**src/hdl/owbm_pkg.sv**
```systemverilog
// Shared constants, phase codes and configuration indexes of the single-wire bus master.
`default_nettype none
package owbm_pkg;

  localparam int TIMER_BITS        = 10;
  localparam int LIM_W             = 10;
  localparam int CMP_W             = (TIMER_BITS > LIM_W) ? TIMER_BITS : LIM_W;
  localparam int WRITE0_RECOVER_US = 2;

  localparam int CFG_IDX_W  = 4;
  localparam int CFG_DATA_W = 10;

  typedef logic [1:0] cmd_t;
  localparam cmd_t CMD_TICK  = 2'd0;
  localparam cmd_t CMD_RESET = 2'd1;
  localparam cmd_t CMD_WRITE = 2'd2;
  localparam cmd_t CMD_READ  = 2'd3;

  typedef logic [3:0] phase_t;
  localparam phase_t PH_IDLE      = 4'd0;
  localparam phase_t PH_RST_LOW   = 4'd1;
  localparam phase_t PH_PRES_WAIT = 4'd2;
  localparam phase_t PH_PRES_LOW  = 4'd3;
  localparam phase_t PH_WR_LOW    = 4'd4;
  localparam phase_t PH_WR_REC    = 4'd5;
  localparam phase_t PH_RD_LOW    = 4'd6;
  localparam phase_t PH_RD_SAMPLE = 4'd7;
  localparam phase_t PH_RD_REC    = 4'd8;

  typedef logic [CFG_IDX_W-1:0] cfg_idx_t;
  localparam cfg_idx_t REG_RESET_LOW     = 4'd0;
  localparam cfg_idx_t REG_PRESENCE_WAIT = 4'd1;
  localparam cfg_idx_t REG_PRESENCE_MAX  = 4'd2;
  localparam cfg_idx_t REG_READ_LOW      = 4'd3;
  localparam cfg_idx_t REG_READ_RECOVER  = 4'd4;
  localparam cfg_idx_t REG_WRITE1_LOW    = 4'd5;
  localparam cfg_idx_t REG_WRITE1_RECOV  = 4'd6;
  localparam cfg_idx_t REG_WRITE0_LOW    = 4'd7;

  localparam logic [9:0] RST_RESET_LOW     = 10'd480;
  localparam logic [7:0] RST_PRESENCE_WAIT = 8'd100;
  localparam logic [9:0] RST_PRESENCE_MAX  = 10'd240;
  localparam logic [5:0] RST_READ_LOW      = 6'd10;
  localparam logic [7:0] RST_READ_RECOVER  = 8'd45;
  localparam logic [5:0] RST_WRITE1_LOW    = 6'd8;
  localparam logic [7:0] RST_WRITE1_RECOV  = 8'd58;
  localparam logic [7:0] RST_WRITE0_LOW    = 8'd70;

endpackage
`default_nettype wire

```
**src/hdl/onewire_bus_master.sv**
```systemverilog
// Top level of the single-wire bus master: tick sequencer, timing registers and result register.
`default_nettype none
// Each input beat is one microsecond tick and yields exactly one result beat that says whether
// the bus is pulled low on that tick, plus busy, done, presence and received-byte status. A new
// tick is taken every clock cycle; the result register is the only stage, and the input is held
// off only while an untaken result sits in it. Timing registers are to be written through the
// cfg port only while no operation runs; the block does not enforce it. A limit of zero acts
// as one. Commands that arrive while busy are dropped and flagged as rejected on that tick.
module onewire_bus_master (
  input  wire logic                                clk,
  input  wire logic                                rst_n,
  input  wire logic                                in_valid,
  output logic                                     in_ready,
  input  wire logic [1:0]                          in_cmd,
  input  wire logic [7:0]                          in_tx_byte,
  input  wire logic                                in_line_level,
  output logic                                     out_valid,
  input  wire logic                                out_ready,
  output logic                                     out_drive_low,
  output logic                                     out_busy_res,
  output logic                                     out_done_res,
  output logic                                     out_presence_ok,
  output logic [7:0]                               out_rx_byte,
  output logic                                     out_rejected,
  input  wire logic                                cfg_we,
  input  wire logic [owbm_pkg::CFG_IDX_W-1:0]      cfg_index,
  input  wire logic [owbm_pkg::CFG_DATA_W-1:0]     cfg_wdata
);

  localparam int TB = owbm_pkg::TIMER_BITS;
  localparam int CW = owbm_pkg::CMP_W;
  localparam logic [TB-1:0] TMAX  = {TB{1'b1}};
  localparam logic [CW-1:0] TMAXC = CW'(TMAX);

  logic [9:0] reset_low_r, presence_max_r;
  logic [7:0] presence_wait_r, read_recover_r, write1_recover_r, write0_low_r;
  logic [5:0] read_low_r, write1_low_r;

  owbm_pkg::phase_t ph_r, ph_e, ph_nxt;
  logic [TB-1:0]    cnt_r, cnt_e, cnt_nxt, cnt_base, cnt_inc;
  logic [2:0]       bit_r, bit_e, bit_nxt;
  logic [7:0]       sh_r, sh_e, sh_nxt;
  logic             pres_r, pres_nxt;
  logic [7:0]       rx_r, rx_nxt;
  logic [owbm_pkg::LIM_W-1:0] lim;
  logic [CW-1:0]    lim_c;
  logic             hit, drive, done, rej;

  logic out_valid_r, out_drive_low_r, out_busy_r, out_done_r, out_pres_r, out_rej_r;
  logic [7:0] out_rx_r;
  logic in_fire;

  assign in_ready = ~out_valid_r | out_ready;
  assign in_fire  = in_valid & in_ready;

  always_ff @(posedge clk) begin
    if (!rst_n) begin
      reset_low_r      <= owbm_pkg::RST_RESET_LOW;
      presence_wait_r  <= owbm_pkg::RST_PRESENCE_WAIT;
      presence_max_r   <= owbm_pkg::RST_PRESENCE_MAX;
      read_low_r       <= owbm_pkg::RST_READ_LOW;
      read_recover_r   <= owbm_pkg::RST_READ_RECOVER;
      write1_low_r     <= owbm_pkg::RST_WRITE1_LOW;
      write1_recover_r <= owbm_pkg::RST_WRITE1_RECOV;
      write0_low_r     <= owbm_pkg::RST_WRITE0_LOW;
    end else if (cfg_we) begin
      unique case (cfg_index)
        owbm_pkg::REG_RESET_LOW:     reset_low_r      <= cfg_wdata[9:0];
        owbm_pkg::REG_PRESENCE_WAIT: presence_wait_r  <= cfg_wdata[7:0];
        owbm_pkg::REG_PRESENCE_MAX:  presence_max_r   <= cfg_wdata[9:0];
        owbm_pkg::REG_READ_LOW:      read_low_r       <= cfg_wdata[5:0];
        owbm_pkg::REG_READ_RECOVER:  read_recover_r   <= cfg_wdata[7:0];
        owbm_pkg::REG_WRITE1_LOW:    write1_low_r     <= cfg_wdata[5:0];
        owbm_pkg::REG_WRITE1_RECOV:  write1_recover_r <= cfg_wdata[7:0];
        owbm_pkg::REG_WRITE0_LOW:    write0_low_r     <= cfg_wdata[7:0];
        default: ;
      endcase
    end
  end

  // Command decode: an accepted command in idle starts its operation on this same tick.
  always_comb begin
    ph_e  = ph_r;
    cnt_e = cnt_r;
    bit_e = bit_r;
    sh_e  = sh_r;
    rej   = 1'b0;
    if (ph_r != owbm_pkg::PH_IDLE) begin
      rej = (in_cmd != owbm_pkg::CMD_TICK);
    end else begin
      unique case (in_cmd)
        owbm_pkg::CMD_RESET: begin
          ph_e  = owbm_pkg::PH_RST_LOW;
          cnt_e = '0;
        end
        owbm_pkg::CMD_WRITE: begin
          ph_e  = owbm_pkg::PH_WR_LOW;
          cnt_e = '0;
          bit_e = '0;
          sh_e  = in_tx_byte;
        end
        owbm_pkg::CMD_READ: begin
          ph_e  = owbm_pkg::PH_RD_LOW;
          cnt_e = '0;
          bit_e = '0;
          sh_e  = '0;
        end
        default: ;
      endcase
    end
  end

  // One shared saturating tick counter and limit compare.
  always_comb begin
    cnt_base = cnt_e;
    lim      = '0;
    unique case (ph_e)
      owbm_pkg::PH_RST_LOW:   lim = reset_low_r;
      owbm_pkg::PH_PRES_WAIT: begin
        if (in_line_level) begin
          lim = {2'b00, presence_wait_r};
        end else begin
          lim      = presence_max_r;
          cnt_base = '0;
        end
      end
      owbm_pkg::PH_PRES_LOW:  lim = presence_max_r;
      owbm_pkg::PH_WR_LOW:    lim = sh_e[0] ? {4'b0000, write1_low_r} : {2'b00, write0_low_r};
      owbm_pkg::PH_WR_REC:    lim = sh_e[0] ? {2'b00, write1_recover_r}
                                            : 10'(owbm_pkg::WRITE0_RECOVER_US);
      owbm_pkg::PH_RD_LOW:    lim = {4'b0000, read_low_r};
      owbm_pkg::PH_RD_REC:    lim = {2'b00, read_recover_r};
      default: ;
    endcase
    cnt_inc = (cnt_base == TMAX) ? cnt_base : cnt_base + 1'b1;
    lim_c   = (CW'(lim) > TMAXC) ? TMAXC : CW'(lim);
    hit     = CW'(cnt_inc) >= lim_c;
  end

  always_comb begin
    ph_nxt   = ph_e;
    cnt_nxt  = cnt_e;
    bit_nxt  = bit_e;
    sh_nxt   = sh_e;
    pres_nxt = pres_r;
    rx_nxt   = rx_r;
    drive    = 1'b0;
    done     = 1'b0;
    unique case (ph_e)
      owbm_pkg::PH_IDLE: ;
      owbm_pkg::PH_RST_LOW: begin
        drive   = 1'b1;
        cnt_nxt = hit ? '0 : cnt_inc;
        if (hit) begin
          ph_nxt = owbm_pkg::PH_PRES_WAIT;
        end
      end
      owbm_pkg::PH_PRES_WAIT: begin
        cnt_nxt = cnt_inc;
        if (!in_line_level) begin
          ph_nxt = owbm_pkg::PH_PRES_LOW;
        end
        if (hit) begin
          pres_nxt = 1'b0;
          done     = 1'b1;
          ph_nxt   = owbm_pkg::PH_IDLE;
        end
      end
      owbm_pkg::PH_PRES_LOW: begin
        if (in_line_level) begin
          pres_nxt = 1'b1;
          done     = 1'b1;
          ph_nxt   = owbm_pkg::PH_IDLE;
        end else begin
          cnt_nxt = cnt_inc;
          if (hit) begin
            pres_nxt = 1'b0;
            done     = 1'b1;
            ph_nxt   = owbm_pkg::PH_IDLE;
          end
        end
      end
      owbm_pkg::PH_WR_LOW: begin
        drive   = 1'b1;
        cnt_nxt = hit ? '0 : cnt_inc;
        if (hit) begin
          ph_nxt = owbm_pkg::PH_WR_REC;
        end
      end
      owbm_pkg::PH_WR_REC: begin
        cnt_nxt = hit ? '0 : cnt_inc;
        if (hit) begin
          sh_nxt = {1'b0, sh_e[7:1]};
          if (bit_e == 3'd7) begin
            bit_nxt = '0;
            done    = 1'b1;
            ph_nxt  = owbm_pkg::PH_IDLE;
          end else begin
            bit_nxt = bit_e + 1'b1;
            ph_nxt  = owbm_pkg::PH_WR_LOW;
          end
        end
      end
      owbm_pkg::PH_RD_LOW: begin
        drive   = 1'b1;
        cnt_nxt = hit ? '0 : cnt_inc;
        if (hit) begin
          ph_nxt = owbm_pkg::PH_RD_SAMPLE;
        end
      end
      owbm_pkg::PH_RD_SAMPLE: begin
        sh_nxt  = sh_e | ({7'd0, in_line_level} << bit_e);
        ph_nxt  = owbm_pkg::PH_RD_REC;
        cnt_nxt = '0;
      end
      owbm_pkg::PH_RD_REC: begin
        cnt_nxt = hit ? '0 : cnt_inc;
        if (hit) begin
          if (bit_e == 3'd7) begin
            rx_nxt  = sh_e;
            bit_nxt = '0;
            done    = 1'b1;
            ph_nxt  = owbm_pkg::PH_IDLE;
          end else begin
            bit_nxt = bit_e + 1'b1;
            ph_nxt  = owbm_pkg::PH_RD_LOW;
          end
        end
      end
      default: ph_nxt = owbm_pkg::PH_IDLE;
    endcase
  end

  always_ff @(posedge clk) begin
    if (!rst_n) begin
      ph_r        <= owbm_pkg::PH_IDLE;
      cnt_r       <= '0;
      bit_r       <= '0;
      sh_r        <= '0;
      pres_r      <= 1'b0;
      rx_r        <= '0;
      out_valid_r <= 1'b0;
    end else begin
      if (in_fire) begin
        ph_r   <= ph_nxt;
        cnt_r  <= cnt_nxt;
        bit_r  <= bit_nxt;
        sh_r   <= sh_nxt;
        pres_r <= pres_nxt;
        rx_r   <= rx_nxt;
      end
      if (in_fire) begin
        out_valid_r <= 1'b1;
      end else if (out_ready) begin
        out_valid_r <= 1'b0;
      end
    end
  end

  always_ff @(posedge clk) begin
    if (in_fire) begin
      out_drive_low_r <= drive;
      out_busy_r      <= (ph_nxt != owbm_pkg::PH_IDLE);
      out_done_r      <= done;
      out_pres_r      <= pres_nxt;
      out_rx_r        <= rx_nxt;
      out_rej_r       <= rej;
    end
  end

  assign out_valid       = out_valid_r;
  assign out_drive_low   = out_drive_low_r;
  assign out_busy_res    = out_busy_r;
  assign out_done_res    = out_done_r;
  assign out_presence_ok = out_pres_r;
  assign out_rx_byte     = out_rx_r;
  assign out_rejected    = out_rej_r;

  a_done_not_busy: assert property (@(posedge clk) disable iff (!rst_n)
    out_valid && out_done_res |-> !out_busy_res)
    else $error("done beat still reports busy");

  a_drive_busy: assert property (@(posedge clk) disable iff (!rst_n)
    out_valid && out_drive_low |-> out_busy_res)
    else $error("line driven low while no operation runs");

  a_idle_bit_zero: assert property (@(posedge clk) disable iff (!rst_n)
    ph_r == owbm_pkg::PH_IDLE |-> bit_r == 3'd0)
    else $error("bit index not cleared in idle");

  a_result_tracks_state: assert property (@(posedge clk) disable iff (!rst_n)
    in_fire |=> out_busy_res == (ph_r != owbm_pkg::PH_IDLE) && out_presence_ok == pres_r)
    else $error("result beat disagrees with sequencer state");

endmodule
`default_nettype wire

```
**config.mk**
```make
export PLATFORM = sky130hd
export DESIGN_NAME = onewire_bus_master
export DESIGN_NICKNAME = d
export VERILOG_FILES = /design/src/hdl/owbm_pkg.sv /design/src/hdl/onewire_bus_master.sv
export SDC_FILE = /design/constraint.sdc
export NUM_CORES = 1
export LEC_CHECK = 0
export BUFFER_PORTS_ARGS = -buffer_cell sky130_fd_sc_hd__buf_2
export CORE_AREA = 5 5 110 112
export CTS_BUF_LIST = sky130_fd_sc_hd__clkbuf_2 sky130_fd_sc_hd__clkbuf_4 sky130_fd_sc_hd__clkbuf_8
export CTS_CLUSTER_SIZE = 12
export DETAILED_ROUTE_END_ITERATION = 12
export DIE_AREA = 0 0 115 117
export PLACE_DENSITY = 0.7
export SYNTH_ARGS = -nofsm -noshare
export SYNTH_HDL_FRONTEND = slang
export SYNTH_SLANG_ARGS = --single-unit
```
**constraint.sdc**
```tcl
create_clock -name clk -period 5 [get_ports clk]
set_input_delay 0.75 -clock clk [delete_from_list [all_inputs] [get_ports clk]]
set_output_delay 0.75 -clock clk [all_outputs]
set_load 0.02 [all_outputs]
```
==> flow_summary.json, run 1 <==
{
  "outcome": "completed",
  "first_iter_violations": 393,
  "hold_ws_ns": 0.4809,
  "async_flop_share_pct": 0,
  "vias_per_cell": 5.953,
  "syn2layout_area_growth_pct": 9.054,
  "cts_buffers": 9,
  "firstDrtPassIters": 8,
  "reg2reg_depth": 15,
  "worstPathArrival_ns": 4.70,
  "fillers": 1039,
  "tightest_slew_ns": 1.080,
  "drive_above_1_share_pct": 13.22,
  "crit_path_end": "out_busy_res",
  "rsz0062_at_grt": "false",
  "drv_cap": 0,
  "cp-startpoint": "ph_r[1]",
  "core_area_sq_um": 11130,
  "critPathLaunchType": "flip-flop",
  "overflow": 0,
  "synth_area_leaders": "dfxtp_1 34%, mux2i_1 8.2%, edfxtp_1 6.6%",
  "ios": 45,
  "setup-violations-final": 0,
  "yosysWarningCount": 0,
  "n_antenna_cell": 0,
  "clock-sinks": 112,
  "layout_setup_ws_ns": 0.4331,
  "ctsResizeCount": 0,
  "cts_tree": "built",
  "wl_mm": 14.62,
  "ys_seq_area_share_pct": 40.30,
  "max_stage_delay_ns": 0.59,
  "root_buffer": "clkbuf_8",
  "post-place-ws_ns": 0.2240,
  "final_hold_viol_count": 0,
  "path_max_fanout": 10,
  "grt_pass1_vias": 4762,
  "slew_headroom_pct": 27.77,
  "critical_path_class": "flip-flop to flip-flop",
  "htree_levels": 3,
  "path_buf_inv": 2,
  "holdPathStages": 2,
  "die_area_sq_um": 13460,
  "synth_fa_ha_area_share_pct": 2.763,
  "synthCells": 685,
  "synthSimpleGateAreaFrac_pct": 24.68,
  "maxSlewViolCount": 0,
  "fmax_ghz": 0.2190,
  "crit_cells": 15,
  "cts-hold-fix-buffers": 0,
  "fin_crit_sh_pct": 91.34,
  "hp-start": "reset_low_r[4]",
  "wl_per_cell_um": 17.11,
  "drcViolationCount": 0,
  "avgSynthCellArea_sq_um": 8.594,
  "p_per_area_nw_per_um2": 290.6,
  "slowest_stage": "nor2b_1",
  "synth_flop_cell": "dfxtp_1",
  "layout_min_cycle_time_ns": 4.567,
  "synth-seq-cells": 112,
  "synth-xor-area-share_pct": 0.7439,
  "hold_class": "flip-flop to flip-flop",
  "synth_top_family_by_area": "simple AND/OR/NAND/NOR gates",
  "r2r_setup_slack_ns": 0.43,
  "tns_ns": 0,
  "vias": 5084,
  "synthDistinctLibCells": 58,
  "grt_max_degree": 79,
  "io_buffers": 44,
  "die_y_um": 117,
  "clock_latency_ns": 0.38,
  "ant_nets": 0,
  "ir_worst_vdd_uv": 163.6,
  "synth_nets": 728,
  "yosys.area.top_type": "dfxtp_1",
  "place.gp.congestion": 0.8725,
  "path_cells": "nor3b_1 -> nor2b_1 -> buf_4 -> a22o_1 -> nor2_1 -> o21ai_0 -> a221oi_1 -> ha_1 -> a211oi_2 -> nor2_1 -> nor3_4 -> a21oi_1 -> buf_4 -> o31a_1 -> or4_1",
  "r2r-start": "ph_r[1]",
  "endpoint_kind": "flip-flop",
  "start_util_pct": 52.91,
  "crit_family": "simple AND/OR/NAND/NOR gates",
  "track_usage_pct": 22.17,
  "synthMuxAreaShare_pct": 8.544,
  "netlist.area_leader.share_pct": 33.67,
  "synth_compound_area_share_pct": 18.32,
  "rows": 39,
  "cts_setup_buffers": 0,
  "p_total_uw": 1866,
  "die_x_um": 115,
  "cts.path.max_buffers": 2,
  "leakage_uw": 0.002521,
  "grt_antenna_before_repair": 0,
  "syn_area_sq_um": 5887,
  "clock-skew-final_ns": 0.01237,
  "nets": 749,
  "r2r_end": "out_busy_res",
  "grt_pass1_wl_mm": 23.95,
  "crit_required_ns": 5.13,
  "place_hpwl_mm": 10.21,
  "path_clk_slew_ns": 0.10,
  "synth_edf_count": 13
}
==> through the flow <==
stage	util (%)	instance area [sq um]	instances
global placement	55.69	6196	838
detailed placement	55.69	6196	838
CTS	57.70	6420	854
finish	57.70	6420	854
global route	57.70	6420	854
floorplan	-	5887	685
==> layer usage <==
layer / vias to the layer above / track usage [%] / wire length, um
met5: - / 0 / 0
met4: 0 / 8.059 / 288
met3: 25 / 2.879 / 826
met2: 174 / 36.34 / 7047
met1: 2408 / 30.14 / 6454
li1: 2477 / - / -
==> layout make-up <==
type | instances | area, sq um | share of cell area [%]
Clock buffer | 10 | 131.4 | 2.046
Clock inverter | 6 | 92.59 | 1.442
Inverter | 9 | 33.78 | 0.5262
Multi-Input combinational cell | 510 | 3241 | 50.48
Sequential cell | 112 | 2372 | 36.95
Tap cell | 143 | 178.9 | 2.787
Timing Repair Buffer | 64 | 370.4 | 5.769
==> how the worst min path moves through the flow <==
stage	slack, ns	end
detailed placement	0.45	reset_low_r[7]
global route	0.50	sh_r[3]
floorplan	0.44	write0_low_r[1]
finish	0.48	reset_low_r[4]
CTS	0.47	read_recover_r[1]
global placement	0.45	reset_low_r[0]
==> registers in the layout, indices dropped and copies added (netlist names), 4 cells and up <==
signal / count
read_recover_r: 8
write1_recover_r: 8
rx_r: 8
out_rx_byte: 8
presence_wait_r: 8
write1_low_r: 6
read_low_r: 6
ph_r: 4
presence_max_r: 10
cnt_r: 10
sh_r: 8
write0_low_r: 8
reset_low_r: 10
==> cells in the mapped netlist, types with 7 or more instances <==
library cell	instances
o21ai_0	51
buf_2	12
a21boi_0	13
edfxtp_1	13
clkbuf_1	36
nor3b_1	15
ha_1	13
a21oi_1	25
a31oi_1	9
dfxtp_1	99
nand2b_1	7
inv_1	8
nand2_1	94
mux2i_1	48
and2_1	9
a22o_1	7
nor2_1	35
nor3_1	10
nand3_1	41
a22oi_1	17
nor2b_1	43
o211a_1	9
==> power by group <==
part | switching [uW] | internal (uW)
Combinational | 193 | 113
Clock | 321 | 292
Sequential | 15.1 | 932
Total | 529 | 1340
==> placed cells by master, fill, tap and decap left out, types with 3 or more instances in the layout <==
master,Yosys,routed
or3_1,3,3
nor3_1,10,10
buf_2,12,44
and2_1,9,9
inv_1,8,8
o21ai_0,51,51
a31oi_1,9,9
edfxtp_1,13,13
xnor2_1,5,5
and3_1,3,3
nor2_1,35,35
a221oi_1,6,6
nor2b_1,43,43
nand4_1,5,5
nand3_1,41,41
dfxtp_1,99,99
a22o_1,7,7
a21boi_0,13,13
nor3b_1,15,15
o211a_1,9,9
clkbuf_8,0,9
a32oi_1,6,6
nand3b_1,6,6
nand2b_1,7,7
a21oi_1,25,25
a22oi_1,17,17
nand2_1,94,94
buf_4,0,20
mux2i_1,48,48
ha_1,13,13
==> tightest hold or removal path: stages, from the launching register on <==
cell and delay [ns]:
dfxtp_1 0.33, nand2_1 0.05, a21boi_0 0.06
==> cells by family (layout without fill, tap and decap cells) <==
family,after synthesis,in the layout
fa+ha+maj,13,13
xor+xnor,5,5
compound gates,160,160
mux,50,50
flops,112,112
simple gates,282,282
buf+inv,63,89
No activity file was read; power rests on OpenSTA's default activity.
==> run 2: changes to the inputs <==
Settings changed: CTS_BUF_LIST sky130_fd_sc_hd__clkbuf_2 sky130_fd_sc_hd__clkbuf_4 sky130_fd_sc_hd__clkbuf_8 to sky130_fd_sc_hd__clkbuf_8, SLEW_MARGIN from default to 20.
==> flow_summary.json, run 2 (same netlist as run 1, synthesis figures left out) <==
{
  "wl_per_cell_um": 17.05,
  "slew_headroom_pct": 27.68,
  "place_hpwl_mm": 10.21,
  "ctsResizeCount": 0,
  "ios": 45,
  "path_cells": "nor3b_1 -> nor2b_1 -> buf_4 -> a22o_1 -> nor2_1 -> o21ai_0 -> a221oi_1 -> ha_1 -> a211oi_2 -> nor2_1 -> nor3_4 -> a21oi_1 -> buf_4 -> o31a_1 -> or4_1",
  "fin_crit_sh_pct": 91.43,
  "n_antenna_cell": 0,
  "tns_ns": 0,
  "critPathLaunchType": "flip-flop",
  "cts_tree": "built",
  "clock-sinks": 112,
  "vias_per_cell": 5.933,
  "die_area_sq_um": 13460,
  "clock-skew-final_ns": 0.01060,
  "crit_family": "simple AND/OR/NAND/NOR gates",
  "place.gp.congestion": 0.8725,
  "setup-violations-final": 0,
  "drcViolationCount": 0,
  "numPlacedInstances": 838,
  "clock_latency_ns": 0.38,
  "start_util_pct": 52.91,
  "layout_commonest_cell": "dfxtp_1",
  "final_hold_viol_count": 0,
  "cts-hold-fix-buffers": 0,
  "place_area_sq_um": 6196,
  "firstDrtPassIters": 8,
  "seq_area_sq_um": 2372,
  "worstPathArrival_ns": 4.70,
  "final_util_pct": 57.67,
  "first_iter_violations": 393,
  "fmax_ghz": 0.2188,
  "grt_antenna_before_repair": 0,
  "io_buffers": 44,
  "slowest_stage": "nor2b_1",
  "die_y_um": 117,
  "htree_levels": 3,
  "fin_area_sq_um": 6416,
  "maxSlewViolCount": 0,
  "die_x_um": 115,
  "endpoint_kind": "flip-flop",
  "drive_above_1_share_pct": 13.08,
  "grt_max_degree": 79,
  "outcome": "completed",
  "cts_buffers": 9,
  "layout_min_cycle_time_ns": 4.571,
  "wl_mm": 14.56,
  "final_cell_mix": "99 x dfxtp_1, 94 x nand2_1, 51 x o21ai_0",
  "path_buf_inv": 2,
  "tightest_slew_ns": 1.081,
  "ant_nets": 0,
  "path_clk_slew_ns": 0.10,
  "critical_path_class": "flip-flop to flip-flop",
  "final_cells": 854,
  "root_buffer": "clkbuf_8",
  "grt_pass1_vias": 4762,
  "leakage_uw": 0.002522,
  "cts.path.max_buffers": 2,
  "crit_required_ns": 5.13,
  "path_max_fanout": 10,
  "nets": 749,
  "top_regs": "cnt_r (10), presence_max_r (10), reset_low_r (10)",
  "core_area_sq_um": 11130,
  "max_stage_delay_ns": 0.59,
  "drv_cap": 0,
  "grt_pass1_wl_mm": 23.95,
  "hold_class": "flip-flop to flip-flop",
  "overflow": 0,
  "cts_setup_buffers": 0,
  "fillers": 1040,
  "rsz0062_at_grt": "false",
  "rows": 39,
  "p_per_area_nw_per_um2": 289.5,
  "multi_input_area_sq_um": 3241,
  "vias": 5067,
  "syn2layout_area_growth_pct": 8.990,
  "ir_worst_vdd_uv": 163.2,
  "track_usage_pct": 22.17
}
## run 2: area by class of cell
type | count | area share (%)
well taps | 143 | 2.789
multi-input cells | 510 | 50.51
inverters | 9 | 0.5265
repair buffers | 64 | 5.772
clock buffers | 9 | 1.931
flip-flops and latches | 112 | 36.97
clock inverters | 7 | 1.502
## run 2: where the power goes
| part | total [uW] | internal, uW | switching [uW] |
|---|---|---|---|
| combinational | 306 | 113 | 193 |
| sequential | 947 | 932 | 15.0 |
| clock | 604 | 284 | 320 |
| total | 1860 | 1330 | 528 |
## run 2: path summary, 6_finish.rpt
kind | to | start | slack, ns | depth (start not counted)
worst min register to register | reset_low_r[4] | reset_low_r[4] | 0.48 | 2
worst max-delay path | out_busy_res | ph_r[1] | 0.43 | 15
worst min-delay path | reset_low_r[4] | reset_low_r[4] | 0.48 | 2
worst max register to register | out_busy_res | ph_r[1] | 0.43 | 15
## run 2: metal layers
layer	share of wire [%]	vias up	wire length (um)	GRT usage, %
li1	-	2477	-	-
met1	44	2393	6410	30.14
met2	48	170	7037	36.34
met3	5.6	27	818	2.879
met4	2.0	0	296	8.059
met5	0	-	0	0
## run 2: tightest hold or removal path: stages (launching register included)
cell	delay (ns)
dfxtp_1	0.33
nand2_1	0.05
a21boi_0	0.06
## run 2: per-stage QoR
stage          power (uW)  hold slack [ns]  worst slack (ns)
6_report             1857           0.4810            0.4287
5_1_grt              1937           0.4974            0.1077
4_1_cts              1866           0.4731            0.4487
3_5_place_dp         1269           0.4548            0.2240
3_3_place_gp         1263           0.4521            0.3931
2_1_floorplan        1176           0.4355            0.5404
==> run 3: changes to the inputs <==
Settings changed: CTS_CLUSTER_SIZE 12 to default.
Clock period 5 ns to 4.73 ns, I/O delays scaled along.
==> flow_summary.json, run 3 (same netlist as run 1, synthesis figures left out) <==
{
  "clock-skew-final_ns": 0.01574,
  "cts-hold-fix-buffers": 0,
  "fmax_ghz": 0.2249,
  "cts_tree": "built",
  "io_buffers": 44,
  "core_area_sq_um": 11130,
  "path_max_fanout": 18,
  "layout_min_cycle_time_ns": 4.447,
  "ios": 45,
  "outcome": "completed",
  "rsz0062_at_grt": "false",
  "firstDrtPassIters": 5,
  "place.gp.congestion": 0.9302,
  "grt_max_degree": 58,
  "clock_latency_ns": 0.38,
  "grt_pass1_wl_mm": 23.79,
  "final_cell_mix": "99 x dfxtp_1, 94 x nand2_1, 51 x o21ai_0",
  "setup-violations-final": 0,
  "n_antenna_cell": 0,
  "p_total_uw": 1956,
  "rows": 39,
  "slowest_stage": "or4_1",
  "clock-sinks": 112,
  "critical_path_class": "flip-flop to flip-flop",
  "p_clk_share_pct": 32.0,
  "critPathLaunchType": "flip-flop",
  "path_cells": "buf_4 -> o311a_1 -> nor2b_1 -> ha_1 -> nand2_1 -> nor3_1 -> nand3_1 -> nor2_1 -> mux2_2 -> ha_1 -> nand3_1 -> a21o_1 -> a21oi_1 -> o21ai_0 -> o31a_1 -> or4_1",
  "vias": 5084,
  "syn2layout_area_growth_pct": 9.564,
  "path_clk_slew_ns": 0.11,
  "sw_frac_of_total_pct": 29.22,
  "place_hpwl_mm": 10.31,
  "cts_setup_buffers": 0,
  "ir_worst_vdd_uv": 204.9,
  "hold_class": "flip-flop to flip-flop",
  "grt_antenna_before_repair": 0,
  "fin_crit_sh_pct": 94.02,
  "fin_area_sq_um": 6450,
  "p_per_area_nw_per_um2": 303.3,
  "power.switching_uw": 571.5,
  "r2r_setup_slack_ns": 0.28,
  "die_area_sq_um": 13460,
  "slew_headroom_pct": 29.62,
  "path_buf_inv": 1,
  "leakage_uw": 0.002544,
  "maxSlewViolCount": 0,
  "tightest_slew_ns": 1.052,
  "place_area_sq_um": 6226,
  "ant_nets": 0,
  "overflow": 0,
  "worstPathArrival_ns": 4.57,
  "grt_pass1_vias": 4773,
  "tns_ns": 0,
  "drcViolationCount": 0,
  "die_x_um": 115,
  "layout_commonest_cell": "dfxtp_1",
  "cts_buffers": 9,
  "ctsResizeCount": 0,
  "fillers": 1025,
  "power_frac_seq_pct": 51.0,
  "drive_above_1_share_pct": 13.71,
  "max_stage_delay_ns": 0.51,
  "root_buffer": "clkbuf_8",
  "combPwrFrac_pct": 17.0,
  "wl_per_cell_um": 16.97,
  "drv_cap": 0,
  "cts.path.max_buffers": 2,
  "wl_mm": 14.56,
  "hold_ws_ns": 0.4730,
  "endpoint_kind": "flip-flop",
  "top_regs": "cnt_r (10), presence_max_r (10), reset_low_r (10)",
  "crit_required_ns": 4.86,
  "vias_per_cell": 5.925,
  "first_iter_violations": 406,
  "final_hold_viol_count": 0,
  "p_int_uw": 1384,
  "track_usage_pct": 22.05,
  "crit_family": "simple AND/OR/NAND/NOR gates",
  "die_y_um": 117,
  "htree_levels": 3,
  "start_util_pct": 52.91,
  "nets": 753
}
[run 3: cell count changes in the layout (fill, tap and decap cells not counted), sizes merged]
cell,before,now
clkbuf,9,10
clkinvlp,1,0
buf,64,68
inv,10,11
bufinv,2,1
[run 3: metrics by stage]
| step | instances | utilization (%) | setup WS [ns] |
|---|---|---|---|
| global placement | 842 | 55.96 | 0.2030 |
| floorplan | 685 | - | 0.3109 |
| CTS | 858 | 57.97 | 0.3550 |
| detailed placement | 842 | 55.96 | 0.04905 |
| global route | 858 | 57.97 | 0.05709 |
| finish | 858 | 57.97 | 0.2829 |
[run 3: final cells by class]
cell class	instances	area [sq um]	share of cell area (%)
inverter	9	33.78	0.5238
tap	143	178.9	2.774
multi-input combinational	510	3241	50.24
clock buffer	10	137.6	2.134
sequential	112	2372	36.78
clock inverter	6	86.33	1.339
timing repair buffer	68	400.4	6.208
[run 3: power by group through the flow]
stage,Combinational (uW),Clock [uW],Sequential (uW)
after global routing,365,672,1000
after global placement,323,0,1020
final,333,625,998
after CTS,330,636,998
after floorplan,216,0,1030
after detailed placement,329,0,1020
[run 3: final timing paths]
kind | start | endpoint | depth (start not counted)
worst max-delay path | ph_r[1] | out_busy_res | 16
worst min-delay path | read_recover_r[4] | read_recover_r[4] | 2
worst max register to register | ph_r[1] | out_busy_res | 16
worst min register to register | read_recover_r[4] | read_recover_r[4] | 2
[run 3: worst reg2reg max path: cells and delay by family (launching register included)]
family | cells | cell delay, ns
flops | 1 | 0.33
mux | 1 | 0.36
fa+ha+maj | 2 | 0.48
buf+inv | 1 | 0.19
simple gates | 7 | 1.45
compound gates | 5 | 1.38
[run 3: metal layers]
| metal | global-route usage, % | wire [um] |
|---|---|---|
| met5 | 0 | 0 |
| met4 | 7.981 | 299 |
| met3 | 3.136 | 831 |
| met2 | 36.57 | 6929 |
| met1 | 29.45 | 6499 |
